==> config.mk <==
export PLATFORM = sky130hd
export DESIGN_NAME = read_write_intent_lock_manager_unit_flat
export DESIGN_NICKNAME = d
export VERILOG_FILES = /design/src/sv/rwlm_pkg.sv /design/src/sv/rwlm_req_if.sv /design/src/sv/rwlm_rsp_if.sv /design/src/sv/rwlm_front.sv /design/src/sv/rwlm_back.sv /design/src/sv/read_write_intent_lock_manager_unit.sv /design/src/flat_wrapper.sv
export SDC_FILE = /design/constraint.sdc
export NUM_CORES = 1
export LEC_CHECK = 0
export BUFFER_PORTS_ARGS = -buffer_cell sky130_fd_sc_hd__buf_2
export CORE_UTILIZATION = 25
export CTS_CLUSTER_DIAMETER = 150
export DETAILED_ROUTE_END_ITERATION = 10
export GPL_ROUTABILITY_DRIVEN = 0
export HOLD_SLACK_MARGIN = 0.06
export PLACE_DENSITY = 0.41
export SYNTH_ARGS = -nofsm -noshare
export SYNTH_HDL_FRONTEND = slang
export SYNTH_SLANG_ARGS = --single-unit
==> constraint.sdc <==
create_clock -name i_clk -period 4.6 [get_ports i_clk]
set_input_delay 0.46 -clock i_clk [delete_from_list [all_inputs] [get_ports i_clk]]
set_output_delay 0.46 -clock i_clk [all_outputs]
set_load 0.02 [all_outputs]
==> src/sv/rwlm_pkg.sv <==
// ----------------------------------------------------------------------------
// rwlm_pkg
// Shared types, codes and the lock acquisition rule of the lock manager.
// ----------------------------------------------------------------------------
package rwlm_pkg;

    localparam int QUEUE_DEPTH = 16;
    localparam int TAG_WIDTH   = 8;
    localparam int RC_W        = 8;
    localparam int RES_LIMIT   = 16;

    localparam int QD_W  = $clog2(QUEUE_DEPTH);
    localparam int QC_W  = $clog2(QUEUE_DEPTH + 1);
    localparam int RB_W  = $clog2(RES_LIMIT);
    localparam int RBC_W = $clog2(RES_LIMIT + 1);

    localparam logic [RC_W-1:0] MAX_READERS = RC_W'(255);

    localparam logic [1:0] ACT_LOCK          = 2'd0;
    localparam logic [1:0] ACT_UNLOCK        = 2'd1;
    localparam logic [1:0] ACT_UNLOCK_INTENT = 2'd2;

    localparam logic [2:0] ACC_READ      = 3'd0;
    localparam logic [2:0] ACC_READ_SYNC = 3'd1;
    localparam logic [2:0] ACC_WRITE     = 3'd2;
    localparam logic [2:0] ACC_INTENT    = 3'd3;
    localparam logic [2:0] ACC_UPGRADE   = 3'd4;

    typedef logic [TAG_WIDTH-1:0] t_tag;

    typedef enum logic [1:0] {
        M_UNLOCKED = 2'd0,
        M_READING  = 2'd1,
        M_WRITING  = 2'd2,
        M_INTENT   = 2'd3
    } t_mode;

    typedef enum logic [2:0] {
        K_GRANT_NOW = 3'd0,
        K_QUEUED    = 3'd1,
        K_FULL      = 3'd2,
        K_GRANT_Q   = 3'd3,
        K_RELEASED  = 3'd4,
        K_ERROR     = 3'd5
    } t_kind;

    typedef enum logic [1:0] {
        OP_LOCK,
        OP_UNLOCK,
        OP_UNLOCK_INTENT,
        OP_BAD
    } t_op;

    typedef enum logic [1:0] {
        RES_GRANT,
        RES_BLOCK,
        RES_FAULT
    } t_res;

    typedef struct packed {
        t_op        op;
        logic [2:0] access;
        t_tag       tag;
    } t_cmd;

    typedef struct packed {
        t_res            res;
        t_mode           mode;
        logic [RC_W-1:0] rc;
    } t_try;

    // fresh requests other than upgrades also defer to a conflicting write, read or intent head of the wait queue
    function automatic t_try try_acquire(
        input logic [2:0]      acc,
        input logic            fresh,
        input logic            head_vld,
        input logic [2:0]      head_acc,
        input t_mode           mode,
        input logic [RC_W-1:0] rc
    );
        t_try r;
        logic hw;
        logic hr;
        logic hi;
        hw = fresh && head_vld && (head_acc == ACC_WRITE);
        hr = fresh && head_vld && (head_acc == ACC_READ);
        hi = fresh && head_vld && (head_acc == ACC_INTENT);
        r.res  = RES_BLOCK;
        r.mode = mode;
        r.rc   = rc;
        case (acc) inside
            ACC_READ, ACC_READ_SYNC: begin
                if (hw || mode == M_WRITING) begin
                    r.res = RES_BLOCK;
                end else if (rc >= MAX_READERS) begin
                    r.res = fresh ? RES_FAULT : RES_BLOCK;
                end else begin
                    r.res  = RES_GRANT;
                    r.mode = (mode == M_UNLOCKED) ? M_READING : mode;
                    r.rc   = rc + 1'b1;
                end
            end
            ACC_WRITE: begin
                if (!(hw || hr || hi) && mode == M_UNLOCKED) begin
                    r.res  = RES_GRANT;
                    r.mode = M_WRITING;
                end
            end
            ACC_INTENT: begin
                if (!(hw || hi) && (mode == M_UNLOCKED || mode == M_READING)) begin
                    r.res  = RES_GRANT;
                    r.mode = M_INTENT;
                end
            end
            ACC_UPGRADE: begin
                if (mode != M_INTENT) begin
                    r.res = RES_FAULT;
                end else if (rc == '0) begin
                    r.res  = RES_GRANT;
                    r.mode = M_WRITING;
                end
            end
            default: r.res = RES_FAULT;
        endcase
        return r;
    endfunction

endpackage

==> src/sv/rwlm_req_if.sv <==
// ----------------------------------------------------------------------------
// rwlm_req_if
// Request channel of the lock manager: action, access and requester tag.
// ----------------------------------------------------------------------------
interface rwlm_req_if;
    logic                 valid;
    logic                 ready;
    logic [1:0]           action;
    logic [2:0]           access;
    rwlm_pkg::t_tag       requester_tag;

    modport source (output valid, output action, output access, output requester_tag,
                    input ready);
    modport sink   (input valid, input action, input access, input requester_tag,
                    output ready);
endinterface

==> src/sv/rwlm_rsp_if.sv <==
// ----------------------------------------------------------------------------
// rwlm_rsp_if
// Result channel of the lock manager.
// ----------------------------------------------------------------------------
interface rwlm_rsp_if;
    logic                       valid;
    logic                       ready;
    logic [2:0]                 kind;
    rwlm_pkg::t_tag             grant_tag;
    logic                       last;
    logic [1:0]                 lock_mode;
    logic [rwlm_pkg::RC_W-1:0]  readers;

    modport source (output valid, output kind, output grant_tag, output last,
                    output lock_mode, output readers, input ready);
    modport sink   (input valid, input kind, input grant_tag, input last,
                    input lock_mode, input readers, output ready);
endinterface

==> src/sv/rwlm_front.sv <==
// ----------------------------------------------------------------------------
// rwlm_front
// Accepts requests, decodes them into commands and holds them in a two-entry
// queue for the execution engine.
// ----------------------------------------------------------------------------
module rwlm_front (
    input  logic           i_clk,
    input  logic           i_rst_n,
    rwlm_req_if.sink       i_req,
    output logic           o_cmd_valid,
    output rwlm_pkg::t_cmd o_cmd,
    input  logic           i_cmd_pop
);

    rwlm_pkg::t_cmd r_q [2];
    logic           r_wp;
    logic           r_rp;
    logic [1:0]     r_cnt;

    rwlm_pkg::t_cmd dec;
    logic           push;
    logic           pop;

    always_comb begin
        dec.access = i_req.access;
        dec.tag    = i_req.requester_tag;
        unique case (i_req.action)
            rwlm_pkg::ACT_LOCK: begin
                dec.op = (i_req.access > rwlm_pkg::ACC_UPGRADE) ? rwlm_pkg::OP_BAD
                                                                : rwlm_pkg::OP_LOCK;
            end
            rwlm_pkg::ACT_UNLOCK:        dec.op = rwlm_pkg::OP_UNLOCK;
            rwlm_pkg::ACT_UNLOCK_INTENT: dec.op = rwlm_pkg::OP_UNLOCK_INTENT;
            default:                     dec.op = rwlm_pkg::OP_BAD;
        endcase
    end

    assign i_req.ready = (r_cnt != 2'd2);
    assign push        = i_req.valid && i_req.ready;
    assign o_cmd_valid = (r_cnt != 2'd0);
    assign o_cmd       = r_q[r_rp];
    assign pop         = i_cmd_pop && o_cmd_valid;

    always_ff @(posedge i_clk) begin
        if (push) begin
            r_q[r_wp] <= dec;
        end
    end

    always_ff @(posedge i_clk) begin
        if (!i_rst_n) begin
            r_wp  <= 1'b0;
            r_rp  <= 1'b0;
            r_cnt <= 2'd0;
        end else begin
            if (push) begin
                r_wp <= ~r_wp;
            end
            if (pop) begin
                r_rp <= ~r_rp;
            end
            r_cnt <= r_cnt + {1'b0, push} - {1'b0, pop};
        end
    end

endmodule

==> src/sv/rwlm_back.sv <==
// ----------------------------------------------------------------------------
// rwlm_back
// Execution engine: drains the wait queue, carries out the command, drains
// again after a release, collects the results and plays them out.
// ----------------------------------------------------------------------------
module rwlm_back (
    input  logic           i_clk,
    input  logic           i_rst_n,
    input  logic           i_cmd_valid,
    input  rwlm_pkg::t_cmd i_cmd,
    output logic           o_cmd_pop,
    rwlm_rsp_if.source     o_rsp
);

    typedef enum logic [2:0] {
        ST_IDLE,
        ST_DRAIN_PRE,
        ST_ACTION,
        ST_DRAIN_POST,
        ST_REPLY
    } t_state;

    localparam int QD_W  = rwlm_pkg::QD_W;
    localparam int QC_W  = rwlm_pkg::QC_W;
    localparam int RB_W  = rwlm_pkg::RB_W;
    localparam int RBC_W = rwlm_pkg::RBC_W;
    localparam int RC_W  = rwlm_pkg::RC_W;

    // wait queue and result buffer
    logic [2:0]      r_wq_acc [rwlm_pkg::QUEUE_DEPTH];
    rwlm_pkg::t_tag  r_wq_tag [rwlm_pkg::QUEUE_DEPTH];
    rwlm_pkg::t_kind r_rb_kind [rwlm_pkg::RES_LIMIT];
    rwlm_pkg::t_tag  r_rb_tag  [rwlm_pkg::RES_LIMIT];

    t_state            r_state,   n_state;
    rwlm_pkg::t_mode   r_mode,    n_mode;
    logic [RC_W-1:0]   r_rc,      n_rc;
    logic [QD_W-1:0]   r_head,    n_head;
    logic [QD_W-1:0]   r_tail,    n_tail;
    logic [QC_W-1:0]   r_wcnt,    n_wcnt;
    rwlm_pkg::t_cmd    r_cmd,     n_cmd;
    logic              r_pending, n_pending;
    logic [RBC_W-1:0]  r_res_cnt, n_res_cnt;
    logic [RBC_W-1:0]  r_k,       n_k;
    logic              r_ov,      n_ov;
    rwlm_pkg::t_kind   r_o_kind,  n_o_kind;
    rwlm_pkg::t_tag    r_o_tag,   n_o_tag;
    logic              r_o_last,  n_o_last;
    rwlm_pkg::t_mode   r_o_mode,  n_o_mode;
    logic [RC_W-1:0]   r_o_rc,    n_o_rc;

    logic            rb_we;
    rwlm_pkg::t_kind rb_kind;
    rwlm_pkg::t_tag  rb_tag;
    logic            wq_we;

    logic            head_vld;
    logic [2:0]      head_acc;
    rwlm_pkg::t_tag  head_tag;
    rwlm_pkg::t_try  t_head;
    rwlm_pkg::t_try  t_fresh;
    rwlm_pkg::t_res  lock_res;
    logic [QD_W-1:0] head_inc;
    logic [QD_W-1:0] tail_inc;

    assign head_vld = (r_wcnt != '0);
    assign head_acc = r_wq_acc[r_head];
    assign head_tag = r_wq_tag[r_head];
    assign head_inc = (r_head == QD_W'(rwlm_pkg::QUEUE_DEPTH - 1)) ? '0 : r_head + 1'b1;
    assign tail_inc = (r_tail == QD_W'(rwlm_pkg::QUEUE_DEPTH - 1)) ? '0 : r_tail + 1'b1;

    assign t_head  = rwlm_pkg::try_acquire(head_acc, 1'b0, 1'b0, rwlm_pkg::ACC_READ,
                                           r_mode, r_rc);
    assign t_fresh = rwlm_pkg::try_acquire(r_cmd.access, 1'b1, head_vld, head_acc,
                                           r_mode, r_rc);
    assign lock_res = (r_pending && r_cmd.access != rwlm_pkg::ACC_UPGRADE)
                      ? rwlm_pkg::RES_BLOCK : t_fresh.res;

    always_comb begin
        n_state   = r_state;
        n_mode    = r_mode;
        n_rc      = r_rc;
        n_head    = r_head;
        n_tail    = r_tail;
        n_wcnt    = r_wcnt;
        n_cmd     = r_cmd;
        n_pending = r_pending;
        n_res_cnt = r_res_cnt;
        n_k       = r_k;
        n_ov      = r_ov && !o_rsp.ready;
        n_o_kind  = r_o_kind;
        n_o_tag   = r_o_tag;
        n_o_last  = r_o_last;
        n_o_mode  = r_o_mode;
        n_o_rc    = r_o_rc;
        rb_we     = 1'b0;
        rb_kind   = rwlm_pkg::K_ERROR;
        rb_tag    = r_cmd.tag;
        wq_we     = 1'b0;
        o_cmd_pop = 1'b0;

        unique case (r_state)
            ST_IDLE: begin
                o_cmd_pop = i_cmd_valid;
                if (i_cmd_valid) begin
                    n_cmd     = i_cmd;
                    n_res_cnt = '0;
                    n_k       = '0;
                    n_state   = ST_DRAIN_PRE;
                end
            end
            ST_DRAIN_PRE: begin
                if (!head_vld) begin
                    n_pending = 1'b0;
                    n_state   = ST_ACTION;
                end else if (r_res_cnt == RBC_W'(rwlm_pkg::RES_LIMIT - 1)) begin
                    // keep room for the command's own result
                    n_pending = (t_head.res != rwlm_pkg::RES_BLOCK);
                    n_state   = ST_ACTION;
                end else if (t_head.res == rwlm_pkg::RES_BLOCK) begin
                    n_pending = 1'b0;
                    n_state   = ST_ACTION;
                end else begin
                    rb_we     = 1'b1;
                    rb_kind   = (t_head.res == rwlm_pkg::RES_GRANT) ? rwlm_pkg::K_GRANT_Q
                                                                    : rwlm_pkg::K_ERROR;
                    rb_tag    = head_tag;
                    n_res_cnt = r_res_cnt + 1'b1;
                    n_mode    = t_head.mode;
                    n_rc      = t_head.rc;
                    n_head    = head_inc;
                    n_wcnt    = r_wcnt - 1'b1;
                end
            end
            ST_ACTION: begin
                rb_we     = 1'b1;
                n_res_cnt = r_res_cnt + 1'b1;
                n_state   = ST_REPLY;
                unique case (r_cmd.op)
                    rwlm_pkg::OP_LOCK: begin
                        case (lock_res)
                            rwlm_pkg::RES_GRANT: begin
                                rb_kind = rwlm_pkg::K_GRANT_NOW;
                                n_mode  = t_fresh.mode;
                                n_rc    = t_fresh.rc;
                            end
                            rwlm_pkg::RES_FAULT: rb_kind = rwlm_pkg::K_ERROR;
                            default: begin
                                if (r_wcnt >= QC_W'(rwlm_pkg::QUEUE_DEPTH)) begin
                                    rb_kind = rwlm_pkg::K_FULL;
                                end else begin
                                    rb_kind = rwlm_pkg::K_QUEUED;
                                    wq_we   = 1'b1;
                                    n_tail  = tail_inc;
                                    n_wcnt  = r_wcnt + 1'b1;
                                end
                            end
                        endcase
                    end
                    rwlm_pkg::OP_UNLOCK: begin
                        if (r_mode == rwlm_pkg::M_WRITING) begin
                            rb_kind = rwlm_pkg::K_RELEASED;
                            n_mode  = rwlm_pkg::M_UNLOCKED;
                            n_state = ST_DRAIN_POST;
                        end else if (r_mode != rwlm_pkg::M_UNLOCKED && r_rc != '0) begin
                            rb_kind = rwlm_pkg::K_RELEASED;
                            n_rc    = r_rc - 1'b1;
                            if (r_mode == rwlm_pkg::M_READING && r_rc == RC_W'(1)) begin
                                n_mode = rwlm_pkg::M_UNLOCKED;
                            end
                            n_state = ST_DRAIN_POST;
                        end
                    end
                    rwlm_pkg::OP_UNLOCK_INTENT: begin
                        if (r_mode == rwlm_pkg::M_INTENT) begin
                            rb_kind = rwlm_pkg::K_RELEASED;
                            n_mode  = (r_rc != '0) ? rwlm_pkg::M_READING
                                                   : rwlm_pkg::M_UNLOCKED;
                            n_state = ST_DRAIN_POST;
                        end
                    end
                    default: rb_kind = rwlm_pkg::K_ERROR;
                endcase
            end
            ST_DRAIN_POST: begin
                if (!head_vld || r_res_cnt == RBC_W'(rwlm_pkg::RES_LIMIT)
                        || t_head.res == rwlm_pkg::RES_BLOCK) begin
                    n_state = ST_REPLY;
                end else begin
                    rb_we     = 1'b1;
                    rb_kind   = (t_head.res == rwlm_pkg::RES_GRANT) ? rwlm_pkg::K_GRANT_Q
                                                                    : rwlm_pkg::K_ERROR;
                    rb_tag    = head_tag;
                    n_res_cnt = r_res_cnt + 1'b1;
                    n_mode    = t_head.mode;
                    n_rc      = t_head.rc;
                    n_head    = head_inc;
                    n_wcnt    = r_wcnt - 1'b1;
                end
            end
            ST_REPLY: begin
                if (!r_ov || o_rsp.ready) begin
                    n_ov     = 1'b1;
                    n_o_kind = r_rb_kind[r_k[RB_W-1:0]];
                    n_o_tag  = r_rb_tag[r_k[RB_W-1:0]];
                    n_o_last = (r_k + 1'b1 == r_res_cnt);
                    n_o_mode = r_mode;
                    n_o_rc   = r_rc;
                    n_k      = r_k + 1'b1;
                    if (r_k + 1'b1 == r_res_cnt) begin
                        n_state = ST_IDLE;
                    end
                end
            end
            default: n_state = ST_IDLE;
        endcase
    end

    always_ff @(posedge i_clk) begin
        if (wq_we) begin
            r_wq_acc[r_tail] <= r_cmd.access;
            r_wq_tag[r_tail] <= r_cmd.tag;
        end
        if (rb_we) begin
            r_rb_kind[r_res_cnt[RB_W-1:0]] <= rb_kind;
            r_rb_tag[r_res_cnt[RB_W-1:0]]  <= rb_tag;
        end
    end

    always_ff @(posedge i_clk) begin
        if (!i_rst_n) begin
            r_state   <= ST_IDLE;
            r_mode    <= rwlm_pkg::M_UNLOCKED;
            r_rc      <= '0;
            r_head    <= '0;
            r_tail    <= '0;
            r_wcnt    <= '0;
            r_pending <= 1'b0;
            r_res_cnt <= '0;
            r_k       <= '0;
            r_ov      <= 1'b0;
        end else begin
            r_state   <= n_state;
            r_mode    <= n_mode;
            r_rc      <= n_rc;
            r_head    <= n_head;
            r_tail    <= n_tail;
            r_wcnt    <= n_wcnt;
            r_pending <= n_pending;
            r_res_cnt <= n_res_cnt;
            r_k       <= n_k;
            r_ov      <= n_ov;
        end
        r_cmd    <= n_cmd;
        r_o_kind <= n_o_kind;
        r_o_tag  <= n_o_tag;
        r_o_last <= n_o_last;
        r_o_mode <= n_o_mode;
        r_o_rc   <= n_o_rc;
    end

    assign o_rsp.valid     = r_ov;
    assign o_rsp.kind      = r_o_kind;
    assign o_rsp.grant_tag = r_o_tag;
    assign o_rsp.last      = r_o_last;
    assign o_rsp.lock_mode = r_o_mode;
    assign o_rsp.readers   = r_o_rc;

endmodule

==> src/sv/read_write_intent_lock_manager_unit.sv <==
// ----------------------------------------------------------------------------
// read_write_intent_lock_manager_unit
// Reader/writer lock manager with upgradable intent and a 16-entry wait queue.
// ----------------------------------------------------------------------------
// Each request yields one to sixteen result transactions, the final one marked
// by last; all of them report the lock mode and reader count after the request.
// A request is decoded into a two-entry command queue, so the input accepts up
// to two requests ahead of the engine. The engine handles one command at a time:
// it picks the command up, serves queued waiters from the head of the wait
// queue until one blocks or the result buffer fills, carries out the command,
// after a release serves queued waiters again in the same way, then plays the
// results out through the output register. The wait queue walk takes one entry
// per cycle, and result playback one per cycle while the output is ready.
module read_write_intent_lock_manager_unit (
    input  logic       i_clk,
    input  logic       i_rst_n,
    rwlm_req_if.sink   i_req,
    rwlm_rsp_if.source o_rsp
);

    logic           cmd_valid;
    rwlm_pkg::t_cmd cmd;
    logic           cmd_pop;

    rwlm_front u_front (
        .i_clk       (i_clk),
        .i_rst_n     (i_rst_n),
        .i_req       (i_req),
        .o_cmd_valid (cmd_valid),
        .o_cmd       (cmd),
        .i_cmd_pop   (cmd_pop)
    );

    rwlm_back u_back (
        .i_clk       (i_clk),
        .i_rst_n     (i_rst_n),
        .i_cmd_valid (cmd_valid),
        .i_cmd       (cmd),
        .o_cmd_pop   (cmd_pop),
        .o_rsp       (o_rsp)
    );

endmodule

==> src/flat_wrapper.sv <==
// flat-port wrapper written by rule: the top's interface ports become plain ports
module read_write_intent_lock_manager_unit_flat 
  (i_clk, i_rst_n, i_req_valid, i_req_action, i_req_access, i_req_requester_tag, i_req_ready, o_rsp_valid, o_rsp_kind, o_rsp_grant_tag, o_rsp_last, o_rsp_lock_mode, o_rsp_readers, o_rsp_ready);
  rwlm_req_if i_req_i ();
  rwlm_rsp_if o_rsp_i ();
  input  logic i_clk;
  input  logic i_rst_n;
  input wire logic [$bits(i_req_i.valid)-1:0] i_req_valid;
  input wire logic [$bits(i_req_i.action)-1:0] i_req_action;
  input wire logic [$bits(i_req_i.access)-1:0] i_req_access;
  input wire logic [$bits(i_req_i.requester_tag)-1:0] i_req_requester_tag;
  output wire logic [$bits(i_req_i.ready)-1:0] i_req_ready;
  output wire logic [$bits(o_rsp_i.valid)-1:0] o_rsp_valid;
  output wire logic [$bits(o_rsp_i.kind)-1:0] o_rsp_kind;
  output wire logic [$bits(o_rsp_i.grant_tag)-1:0] o_rsp_grant_tag;
  output wire logic [$bits(o_rsp_i.last)-1:0] o_rsp_last;
  output wire logic [$bits(o_rsp_i.lock_mode)-1:0] o_rsp_lock_mode;
  output wire logic [$bits(o_rsp_i.readers)-1:0] o_rsp_readers;
  input wire logic [$bits(o_rsp_i.ready)-1:0] o_rsp_ready;
  assign i_req_i.valid = i_req_valid;
  assign i_req_i.action = i_req_action;
  assign i_req_i.access = i_req_access;
  assign i_req_i.requester_tag = i_req_requester_tag;
  assign i_req_ready = i_req_i.ready;
  assign o_rsp_valid = o_rsp_i.valid;
  assign o_rsp_kind = o_rsp_i.kind;
  assign o_rsp_grant_tag = o_rsp_i.grant_tag;
  assign o_rsp_last = o_rsp_i.last;
  assign o_rsp_lock_mode = o_rsp_i.lock_mode;
  assign o_rsp_readers = o_rsp_i.readers;
  assign o_rsp_i.ready = o_rsp_ready;
  read_write_intent_lock_manager_unit u_core (.i_clk(i_clk), .i_rst_n(i_rst_n), .i_req(i_req_i), .o_rsp(o_rsp_i));
endmodule
# Word-level counts from Yosys, hierarchy flattened
# Memories as Yosys holds them, arrays and structs flattened. A register that Yosys moved wholly into a read port is not among the register bits.
# Cells that the tools add are included.
# W data, S select, Z words.
# word_totals
input_bits	17
elab_cells	285
memories	5
register_bits	53
output_inout_bits	24
ram_bits	378
# op_classes
muxes	134
n_lt_le_gt_ge	3
n_reduce_logical	55
addsub	10
bitwise_logic	4
n_eq_ne	58
# memory_table
memory	words	word_bits	rd	rd_ports_with_merged_regs	wr	line_no	rtl
u_core.u_back.r_rb_tag	16	8	1	1	1	rwlm_back.sv:33	rwlm_pkg::t_tag r_rb_tag [rwlm_pkg::RES_LIMIT];
u_core.u_back.r_wq_tag	16	8	1	1	1	rwlm_back.sv:31	rwlm_pkg::t_tag r_wq_tag [rwlm_pkg::QUEUE_DEPTH];
u_core.u_back.r_rb_kind	16	3	1	1	1	rwlm_back.sv:32	rwlm_pkg::t_kind r_rb_kind [rwlm_pkg::RES_LIMIT];
u_core.u_back.r_wq_acc	16	3	1	1	1	rwlm_back.sv:30	logic [2:0] r_wq_acc [rwlm_pkg::QUEUE_DEPTH];
u_core.u_front.r_q	2	13	1	1	1	rwlm_front.sv:15	rwlm_pkg::t_cmd r_q [2];
# ops
op	n
$mux W8	13
$mux W2	34
$mux W5	13
$mux W3	20
$mux W4	10
$pmux W8 S2	2
$mux W10	3
$mux W1	25
$ne A2 B2 Y1 const B	12
$pmux W8 S3	1
$pmux W5 S4	1
$eq A3 B2 Y1 const B	6
$pmux W2 S3	3
$pmux W3 S3	2
$ne A4 B4 Y1 const B	4
$add A5 B1 Y5 const B	3
$ne A3 B3 Y1 const B	5
$pmux W3 S5	1
$pmux W5 S3	1
$reduce_and A14 Y1	1
$ne A6 B5 Y1 const B	2
$pmux W3 S2	2
$logic_and A1 B1 Y1	11
$reduce_and A11 Y1	1
44 further kinds	88

# Depth between registers and ports, before layout
# Gate-level depths: netlist of run 1.
# logic_depth
ltp_word	17
ltp_mapped	12
depth_no_buf	11

# Hierarchy
# A second synthesis of run 1 with hierarchy kept.
# unflattened
hier_cells	1078
hier_area_um2	18955.7
# modules_own_cells
mod	area_per_inst_um2	seq_area_each_um2	cells_per_inst	n_inst
rwlm_back	17759.5	12462.0	1011	1
rwlm_front	1196.1	880.8	67	1

# Worst setup path before layout of run 1
# Ideal clock, no wire load.
# synth_timing
path_type	reg-to-reg
from	register with a tool-made name
to	memory u_core.u_back.r_rb_kind[0][0] in the netlist's numbering (enable)
synth_period_minus_slack_ns	3.570
path_stages_with_launch	10
setup_slack_ns	1.030
path_buffers	2
t_arrival_ns	3.177
required_ns	4.207
cell_sequence	dfxtp_1 -> buf_2 -> mux4_2 -> mux2i_4 -> clkbuf_1 -> o22ai_1 -> a21o_1 -> nand2_1 -> nand2_1 -> nor3_1
# synth_rtl
item	line_no
end, declared	rwlm_back.sv:32

==> results of run 1 <==
==> flip-flops by register name, summed over array words and instances, names as in the netlist, 3 cells and up, named ones only <==
register and count:
u_core.u_back.r_state 3, u_core.u_back.r_tail 4, u_core.u_front.r_q 26, u_core.u_back.r_wq_tag 128
u_core.u_back.o_rsp.grant_tag 8, u_core.u_back.r_res_cnt 5, u_core.u_back.r_wcnt 5, u_core.u_back.r_rb_kind 48
u_core.u_back.r_rc 8, u_core.u_back.o_rsp.readers 8, u_core.u_back.r_head 4, u_core.u_back.r_cmd 13
u_core.u_back.r_wq_acc 48, u_core.u_back.r_k 5, u_core.u_back.r_rb_tag 128, u_core.u_back.o_rsp.kind 3
==> worst reg2reg max path, cell delays in order, from the launching register on <==
cell	delay (ns)
dfxtp_1	0.69
buf_4	0.24
mux2i_1	0.20
mux4_2	0.31
mux2i_1	0.13
a2111oi_0	0.54
or4_1	0.30
and4_1	0.38
nand2_1	0.21
nor2_1	0.84
==> cell usage after synthesis (12+ instances only) <==
library cell	instances	area share
xor2_1	12	0.0056
nand3_1	15	0.0040
edfxtp_1	413	0.66
mux2_2	18	0.011
clkbuf_1	37	0.0074
inv_1	21	0.0042
dfxtp_1	46	0.049
nand2_1	47	0.0094
mux2i_1	27	0.014
a21oi_1	33	0.0088
nor3_1	17	0.0045
nor2_1	66	0.013
mux4_2	103	0.12
nand2b_1	14	0.0047
o21ai_0	31	0.0082
ha_1	23	0.015
==> area by class of cell <==
class                           count  area (um2)
Fill cell                        7267       52200
Sequential cell                   459       13300
Multi-Input combinational cell    533        5240
Clock buffer                       69        1410
Tap cell                          969        1210
Timing Repair Buffer              105         716
Clock inverter                     25         223
Inverter                           23        86.3
==> power by group through the flow <==
stage | registers [mW] | logic, mW | clock network (mW)
2_1_floorplan | 5.42 | 1.15 | 0
6_report | 5.37 | 1.84 | 3.98
4_1_cts | 5.38 | 1.88 | 4.10
5_1_grt | 5.41 | 2.03 | 4.24
3_3_place_gp | 5.46 | 1.86 | 0
3_5_place_dp | 5.46 | 1.86 | 0
==> repair_timing <==
item | CTS | global route
setup buffers | 0 | 0
resized for setup | 0 | 3
setup endpoints to repair | 0 | 18
hold buffers | 11 | 0
endpoints found under the hold margin | 22 | 0
==> how the worst min path moves through the flow <==
stage | startpoint | end | depth (start not counted)
finish | i_req_action[0] | u_core.u_front.r_q[1][11]$_DFFE_PP_ | 2
global route | i_req_action[0] | u_core.u_front.r_q[1][11]$_DFFE_PP_ | 2
CTS | i_req_action[0] | u_core.u_front.r_q[1][11]$_DFFE_PP_ | 2
detailed placement | u_core.u_back.r_k[4]$_SDFFE_PN0P_ | u_core.u_back.r_k[4]$_SDFFE_PN0P_ | 2
global placement | u_core.u_back.r_k[4]$_SDFFE_PN0P_ | u_core.u_back.r_k[4]$_SDFFE_PN0P_ | 2
floorplan | u_core.u_back.r_rc[3]$_SDFFE_PN0P_ | u_core.u_back.o_rsp.readers[3]$_DFFE_PP_ | 0
==> layer usage <==
layer	up-vias	track usage
met4	0	0.0317
met1	4999	0.158
met3	60	0.0202
met5	-	0
li1	4491	-
met2	199	0.193
==> cell families after synthesis <==
logic type	share of synthesized area
multiplexers	0.150
buffers and inverters	0.0160
adder cells (fa/ha/maj)	0.0164
AND/OR/NAND/NOR	0.0574
XOR/XNOR	0.00978
flip-flops	0.708
AO/OA/AOI/OAI	0.0423
==> flow_summary.yaml, run 1 <==
power_and_ir_drop:
  p_int_mw: 8.10
  p_leak_nw: 7.00
  combPwrFrac: 0.165
  swShare: 0.276
  ir_worst_vdd_uv: 259
  p_per_area_nw_per_um2: 503
  seq_power_share: 0.480
  power.total_mw: 11.2
  power_switching_mw: 3.09
  pwr-share-clk: 0.355
global_routing:
  antenna_found_initial: 0
  overflow: 0
  grt_max_degree: 40
  grt_first_pass_wirelength_mm: 67.1
  grtUsageTotal: 0.117
  first_global_vias: 10200
synth:
  seq_area_frac_synth: 0.708
  ys_warn_count: 0
  synth_cells: 1066
  syn_avg_cell_area_um2: 17.6
  synth.net_count: 1107
  synthArstFlopShare: 0
  syn_area_um2: 18800
  synth_cell_types: 68
  synth_ff_type: "edfxtp_1"
  ys_ff_latch: 459
  synth_edf_count: 413
clocking:
  insertion_delay_ns: 0.60
  cts_buffers: 51
  cts_max_level: 2
  cts.clk_slew.worst_paths_ns: 0.06
  cts-root-buf: "clkbuf_16"
  cts_tree: "built"
  cts_num_sinks: 459
  clockBufferDepth: 3
sta:
  hold_violations: 0
  rsz0062_at_grt: "no"
  final.period_utilization: 0.919
  worstMarginPinSlew_ns: 1.11
  finClkSkew_ns: 0.0237
  slew_viol_final: 0
  max_clock_freq_mhz: 237
  period_minus_slack_ns: 4.23
  slew_headroom: 0.239
  setup_viol: 0
  setup_tns_ns: 0
  finalWorstSetupSlack_ns: 0.375
  holdWs_ns: 0.184
routing:
  drc: 0
  vias: 9749
  dr.pass1.iters: 4
  ant_nets: 0
  wirelength_mm: 44.5
  drt-wirelength-per-cell_um: 20.4
  met1_length_mm: 20.6
  met3_length_mm: 1.83
  drt_iter0_drc: 618
  via_per_inst: 4.47
  top_layer_used: "met4"
  route.met2.wl_mm: 21.3
place:
  place_ws_ns: 0.267
  io_buffers: 40
  dp_hpwl_mm: 28.9
  placed_cells: 2078
  dpl-instance-area_um2: 20500
die:
  die-area_um2: 76300
  die_w_um: 276
  die_h_um: 276
  io-pin-count: 41
  initial_core_util: 0.253
  coreArea_um2: 74400
  core.rowCount: 100
critical_path:
  reg2reg_slack_ns: 0.37
  reg2reg_depth: 9
  cp.arrival_ns: 4.43
  path_depth: 9
  cp_common_cell: "mux2i_1"
  crit_type: "flip-flop to flip-flop"
  cp-endpoint: "u_core.u_back.r_wq_acc[14][0]$_DFFE_PP_"
  end_kind: "flip-flop"
  crit_slowest_cell: "nor2_1"
  cp_top_family: "simple AND/OR/NAND/NOR gates"
  path_buf_inv: 1
  crit_path_max_fanout: 12
  slowest_delay_ns: 0.84
  path_cells: "buf_4 -> mux2i_1 -> mux4_2 -> mux2i_1 -> a2111oi_0 -> or4_1 -> and4_1 -> nand2_1 -> nor2_1"
  crit_path_start_kind: "flip-flop"
  crit_required_ns: 4.81
  r2r_end: "u_core.u_back.r_wq_acc[14][0]$_DFFE_PP_"
finish:
  layout_commonest_cell: "edfxtp_1"
  final_cell_mix: "edfxtp_1, mux4_2, nor2_1"
  fin_cells: 2183
  antenna_cells: 0
  synthToLayoutAreaGrowth_pct: 18.1
  final_core_util: 0.298
  fin_nets: 1214
  final_cell_area_um2: 22200
  drive_gt1_frac: 0.263
run_status:
  status: "finished clean"
job:
  maxCapViolCount: 0
hold_path:
  hp-class: "primary input to flip-flop"
(Power assumes the default switching activity.)
==> run 2: changes to the inputs <==
- CORE_UTILIZATION: 25 -> 60
- PLACE_DENSITY: 0.41 -> 0.79
==> run 2 against run 1 <==
- the run now ends with design-rule violations left
- via count is 3.4% higher
- critical path depth is 1 lower
- clock skew decreased by 0.0083 ns
- combinational power fell by 9%
- clock power decreased by 14%
- count of clock-buffer cells in the layout down 11
- worst setup slack improved by 0.15 ns
- critical path type unchanged
- highest routed layer unchanged
==> flow_summary.yaml, run 2 (synthesis results as in run 1) <==
global_routing:
  antenna_found_initial: 0
  grt-busiest-layer: "met2"
  grt_first_pass_wirelength_mm: 58.2
  overflow: 0
  met3_usage: 0.0377
  grt_max_degree: 49
  first_global_vias: 9968
  grtUsageTotal: 0.248
  gr-usage-met1: 0.332
  gr-usage-met2: 0.426
routing:
  drt_iter0_drc: 907
  wirelength_mm: 38.5
  dr.pass1.iters: 8
  drc: 4
  ant_nets: 0
  via_per_inst: 6.43
  drt-wirelength-per-cell_um: 24.6
  vias: 10100
critical_path:
  end_kind: "flip-flop"
  r2r_end: "u_core.u_back.r_wq_tag[7][7]$_DFFE_PP_"
  crit_path_start_kind: "flip-flop"
  cp.arrival_ns: 4.23
  crit_required_ns: 4.76
  crit_path_max_fanout: 15
  reg2reg_slack_ns: 0.53
  crit_type: "flip-flop to flip-flop"
  reg2reg_depth: 8
sta:
  max_clock_freq_mhz: 246
  hold_violations: 0
  worstMarginPinSlew_ns: 1.17
  slew_headroom: 0.220
  holdWs_ns: 0.0996
  period_minus_slack_ns: 4.07
  setup_viol: 0
  setup_tns_ns: 0
  final.period_utilization: 0.885
  rsz0062_at_grt: "no"
  slew_viol_final: 0
  finClkSkew_ns: 0.0154
clocking:
  ctsResizeCount: 0
  cts_tree: "built"
  cts_max_level: 2
  cts.clk_slew.worst_paths_ns: 0.06
  ctsHoldBuffers: 0
  insertion_delay_ns: 0.55
  cts_buffers: 45
  cts-root-buf: "clkbuf_16"
  cts_num_sinks: 459
  post_cts_buffers: 0
  clockBufferDepth: 3
place:
  io_buffers: 40
  dp_hpwl_mm: 24.6
  placed_cells: 1487
finish:
  synthToLayoutAreaGrowth_pct: 11.4
  fin_nets: 1179
  layout_commonest_cell: "edfxtp_1"
  drive_gt1_frac: 0.239
  antenna_cells: 0
  final_cell_mix: "edfxtp_1, mux4_2, nor2_1"
  final_core_util: 0.681
  fin_cells: 1567
power_and_ir_drop:
  ir_worst_vdd_uv: 449
  swShare: 0.269
  pwr-share-clk: 0.325
  power.total_mw: 10.5
  combPwrFrac: 0.159
  power_switching_mw: 2.84
  p_leak_nw: 6.72
  p_int_mw: 7.71
  p_per_area_nw_per_um2: 503
  seq_power_share: 0.515
die:
  initial_core_util: 0.612
  coreArea_um2: 30700
  io-pin-count: 41
  die_h_um: 179
  core.rowCount: 64
  die_w_um: 179
  die-area_um2: 32100
hold_path:
  hp-class: "primary input to flip-flop"
  whs_path_depth: 1
  holdPathEnd: "u_core.u_front.r_q[0][1]$_DFFE_PP_"
  worstHoldStart: "i_req_requester_tag[1]"
run_status:
  violations: "design-rule violations"
  status: "finished with violations"
job:
  maxCapViolCount: 0
## run 2: cell count changes in the layout (fill, tap and decap cells not counted), sizes merged
cell         previous run  this run
clkbuf                 69        58
clkinv                 21        19
buf                    94        76
dlygate4sd3            11         0
clkinvlp                1         0
## run 2: power by group through the flow
| stage | combinational [mW] | clock [mW] | sequential (mW) |
|---|---|---|---|
| 2_1_floorplan | 1.15 | 0 | 5.42 |
| 3_3_place_gp | 1.61 | 0 | 5.50 |
| 3_5_place_dp | 1.66 | 0 | 5.52 |
| 4_1_cts | 1.67 | 3.47 | 5.44 |
| 5_1_grt | 1.81 | 3.61 | 5.47 |
| 6_report | 1.68 | 3.43 | 5.43 |
## run 2: final cells by class
type | count | area [um2]
clock inverter | 22 | 188
multi-input combinational | 533 | 5210
timing repair buffer | 76 | 470
tap | 396 | 495
inverter | 23 | 86.3
fill | 1941 | 9800
sequential | 459 | 13300
clock buffer | 58 | 1170
## run 2: metal layers
layer  vias up  wire length, um
met2       452            19700
met5         -                0
met3        88             2610
li1       4408                -
met1      5128            15100
met4         0             1080
## run 2: worst max-delay path, cell delays in order, from the launching register on
cell and delay [ns]:
dfxtp_2 0.60, mux4_2 0.31, mux2i_1 0.13, mux2_2 0.38
a2111oi_0 0.55, or4_1 0.30, and4_1 0.34, nand2_1 0.20
nor2_1 0.86
## run 2: how the worst max path moves through the flow
stage / from / endpoint / slack, ns / depth (start not counted)
floorplan: flip-flop / u_core.u_back.r_rb_kind[0][0]$_DFFE_PP_ / 1.03 / 9
global route: flip-flop / u_core.u_back.r_wq_tag[10][5]$_DFFE_PP_ / 0.30 / 8
finish: flip-flop / u_core.u_back.r_wq_tag[7][7]$_DFFE_PP_ / 0.53 / 8
detailed placement: flip-flop / u_core.u_back.r_wq_tag[10][4]$_DFFE_PP_ / 0.52 / 8
global placement: flip-flop / u_core.u_back.r_wq_tag[7][7]$_DFFE_PP_ / 0.76 / 8
CTS: flip-flop / u_core.u_back.r_wq_tag[11][2]$_DFFE_PP_ / 0.53 / 8
## run 2: through the flow
step           worst slack [ns]  cell area [um2]
2_1_floorplan              1.03            18800
3_3_place_gp              0.758            19600
3_5_place_dp              0.522            19600
4_1_cts                   0.534            21000
5_1_grt                   0.299            21000
6_report                  0.528            21000
==> run 3: changes to the inputs <==
- CORE_MARGIN: not set -> 1.5
==> run 3 against run 2 <==
- the run still ends with design-rule violations left
- fmax shrank 3.1%
- clock skew grew 0.013 ns
- critical path type unchanged
- sequential share of layout area shrank 0.057 points
- register-to-register slack lost 0.13 ns
==> flow_summary.yaml, run 3 (synthesis results as in run 1) <==
clocking:
  cts_num_sinks: 459
  cts-root-buf: "clkbuf_16"
  cts_buffers: 45
  cts_max_level: 2
  ctsResizeCount: 0
  cts_tree: "built"
  ctsHoldBuffers: 0
  clockBufferDepth: 3
  insertion_delay_ns: 0.56
  cts.clk_slew.worst_paths_ns: 0.06
  post_cts_buffers: 0
critical_path:
  crit_path_max_fanout: 12
  path_buf_inv: 1
  crit_required_ns: 4.78
  crit_type: "flip-flop to flip-flop"
  cp.arrival_ns: 4.38
  end_kind: "flip-flop"
  cp_top_family: "simple AND/OR/NAND/NOR gates"
  slowest_delay_ns: 0.76
  crit_path_start_kind: "flip-flop"
  path_cells: "mux4_2 -> mux2i_1 -> mux2_2 -> a2111oi_0 -> or4_1 -> and4_1 -> buf_4 -> nand2_1 -> nor2_1"
  crit_slowest_cell: "nor2_1"
die:
  initial_core_util: 0.612
  core.rowCount: 64
  die_w_um: 180
  die_h_um: 180
  die-area_um2: 32400
  coreArea_um2: 30700
  io-pin-count: 41
finish:
  layout_commonest_cell: "edfxtp_1"
  multi_input_area_um2: 5210
  synthToLayoutAreaGrowth_pct: 11.5
  final_cell_area_um2: 21000
  final_cell_mix: "edfxtp_1, mux4_2, nor2_1"
  antenna_cells: 0
  fin_nets: 1176
  fillers: 1965
  fin_cells: 1566
  drive_gt1_frac: 0.239
  regArea_um2: 13300
sta:
  slew_viol_final: 0
  finClkSkew_ns: 0.0279
  setup_viol: 0
  setup_tns_ns: 0
  rsz0062_at_grt: "no"
  worstMarginPinSlew_ns: 1.16
  final.period_utilization: 0.913
  hold_violations: 0
  max_clock_freq_mhz: 238
  period_minus_slack_ns: 4.20
  slew_headroom: 0.226
power_and_ir_drop:
  ir_worst_vdd_uv: 333
  p_per_area_nw_per_um2: 508
  power.total_mw: 10.6
  p_leak_nw: 6.72
routing:
  dr.pass1.iters: 10
  wirelength_mm: 39.3
  drt-wirelength-per-cell_um: 25.1
  ant_nets: 0
  drt_iter0_drc: 1176
  drc: 2
  vias: 10100
  via_per_inst: 6.46
global_routing:
  grt_max_degree: 49
  antenna_found_initial: 2
  grtUsageTotal: 0.249
  grt_first_pass_wirelength_mm: 60.5
  first_global_vias: 10400
  overflow: 0
place:
  placed_cells: 1484
  io_buffers: 40
  dp_hpwl_mm: 24.2
  dpl-instance-area_um2: 19600
run_status:
  violations: "design-rule violations"
  status: "finished with violations"
job:
  maxCapViolCount: 0
hold_path:
  hp-class: "primary input to flip-flop"
-- run 3: routing by layer --
layer	up-vias	part of all wire	global-route usage
li1	4405	-	-
met1	5119	0.38	0.323
met2	488	0.51	0.425
met3	99	0.077	0.0491
met4	2	0.034	0.0874
met5	-	0.00033	0
-- run 3: area by class of cell --
type / instances / share of cell area
clock buffers: 53 / 0.0551
clock inverters: 29 / 0.0118
inverters: 23 / 0.00412
multi-input cells: 533 / 0.248
flip-flops and latches: 459 / 0.636
well taps: 396 / 0.0236
repair buffers: 73 / 0.0214
-- run 3: worst paths after layout --
check,from,endpoint,slack [ns],cells past startpoint
worst max-delay path,flip-flop,u_core.u_back.r_wq_tag[6][1]$_DFFE_PP_,0.40,9
worst min-delay path,i_req_requester_tag[0],u_core.u_front.r_q[0][0]$_DFFE_PP_,0.09,1
worst max register to register,flip-flop,u_core.u_back.r_wq_tag[6][1]$_DFFE_PP_,0.40,9
worst min register to register,u_core.u_back.r_k[4]$_SDFFE_PN0P_,u_core.u_back.r_k[4]$_SDFFE_PN0P_,0.49,2
-- run 3: metrics by stage --
stage / setup WS [ns] / util / hold WS (ns)
floorplan: 1.03 / - / 0.406
global placement: 0.557 / 0.636 / 0.481
detailed placement: 0.477 / 0.636 / 0.493
CTS: 0.428 / 0.682 / 0.0665
global route: 0.156 / 0.682 / 0.0718
finish: 0.399 / 0.682 / 0.0875
-- run 3: power breakdown --
group	internal, mW	switching (mW)	total, mW
Sequential	5.14	0.308	5.44
Combinational	0.641	1.03	1.67
Clock	1.98	1.55	3.53
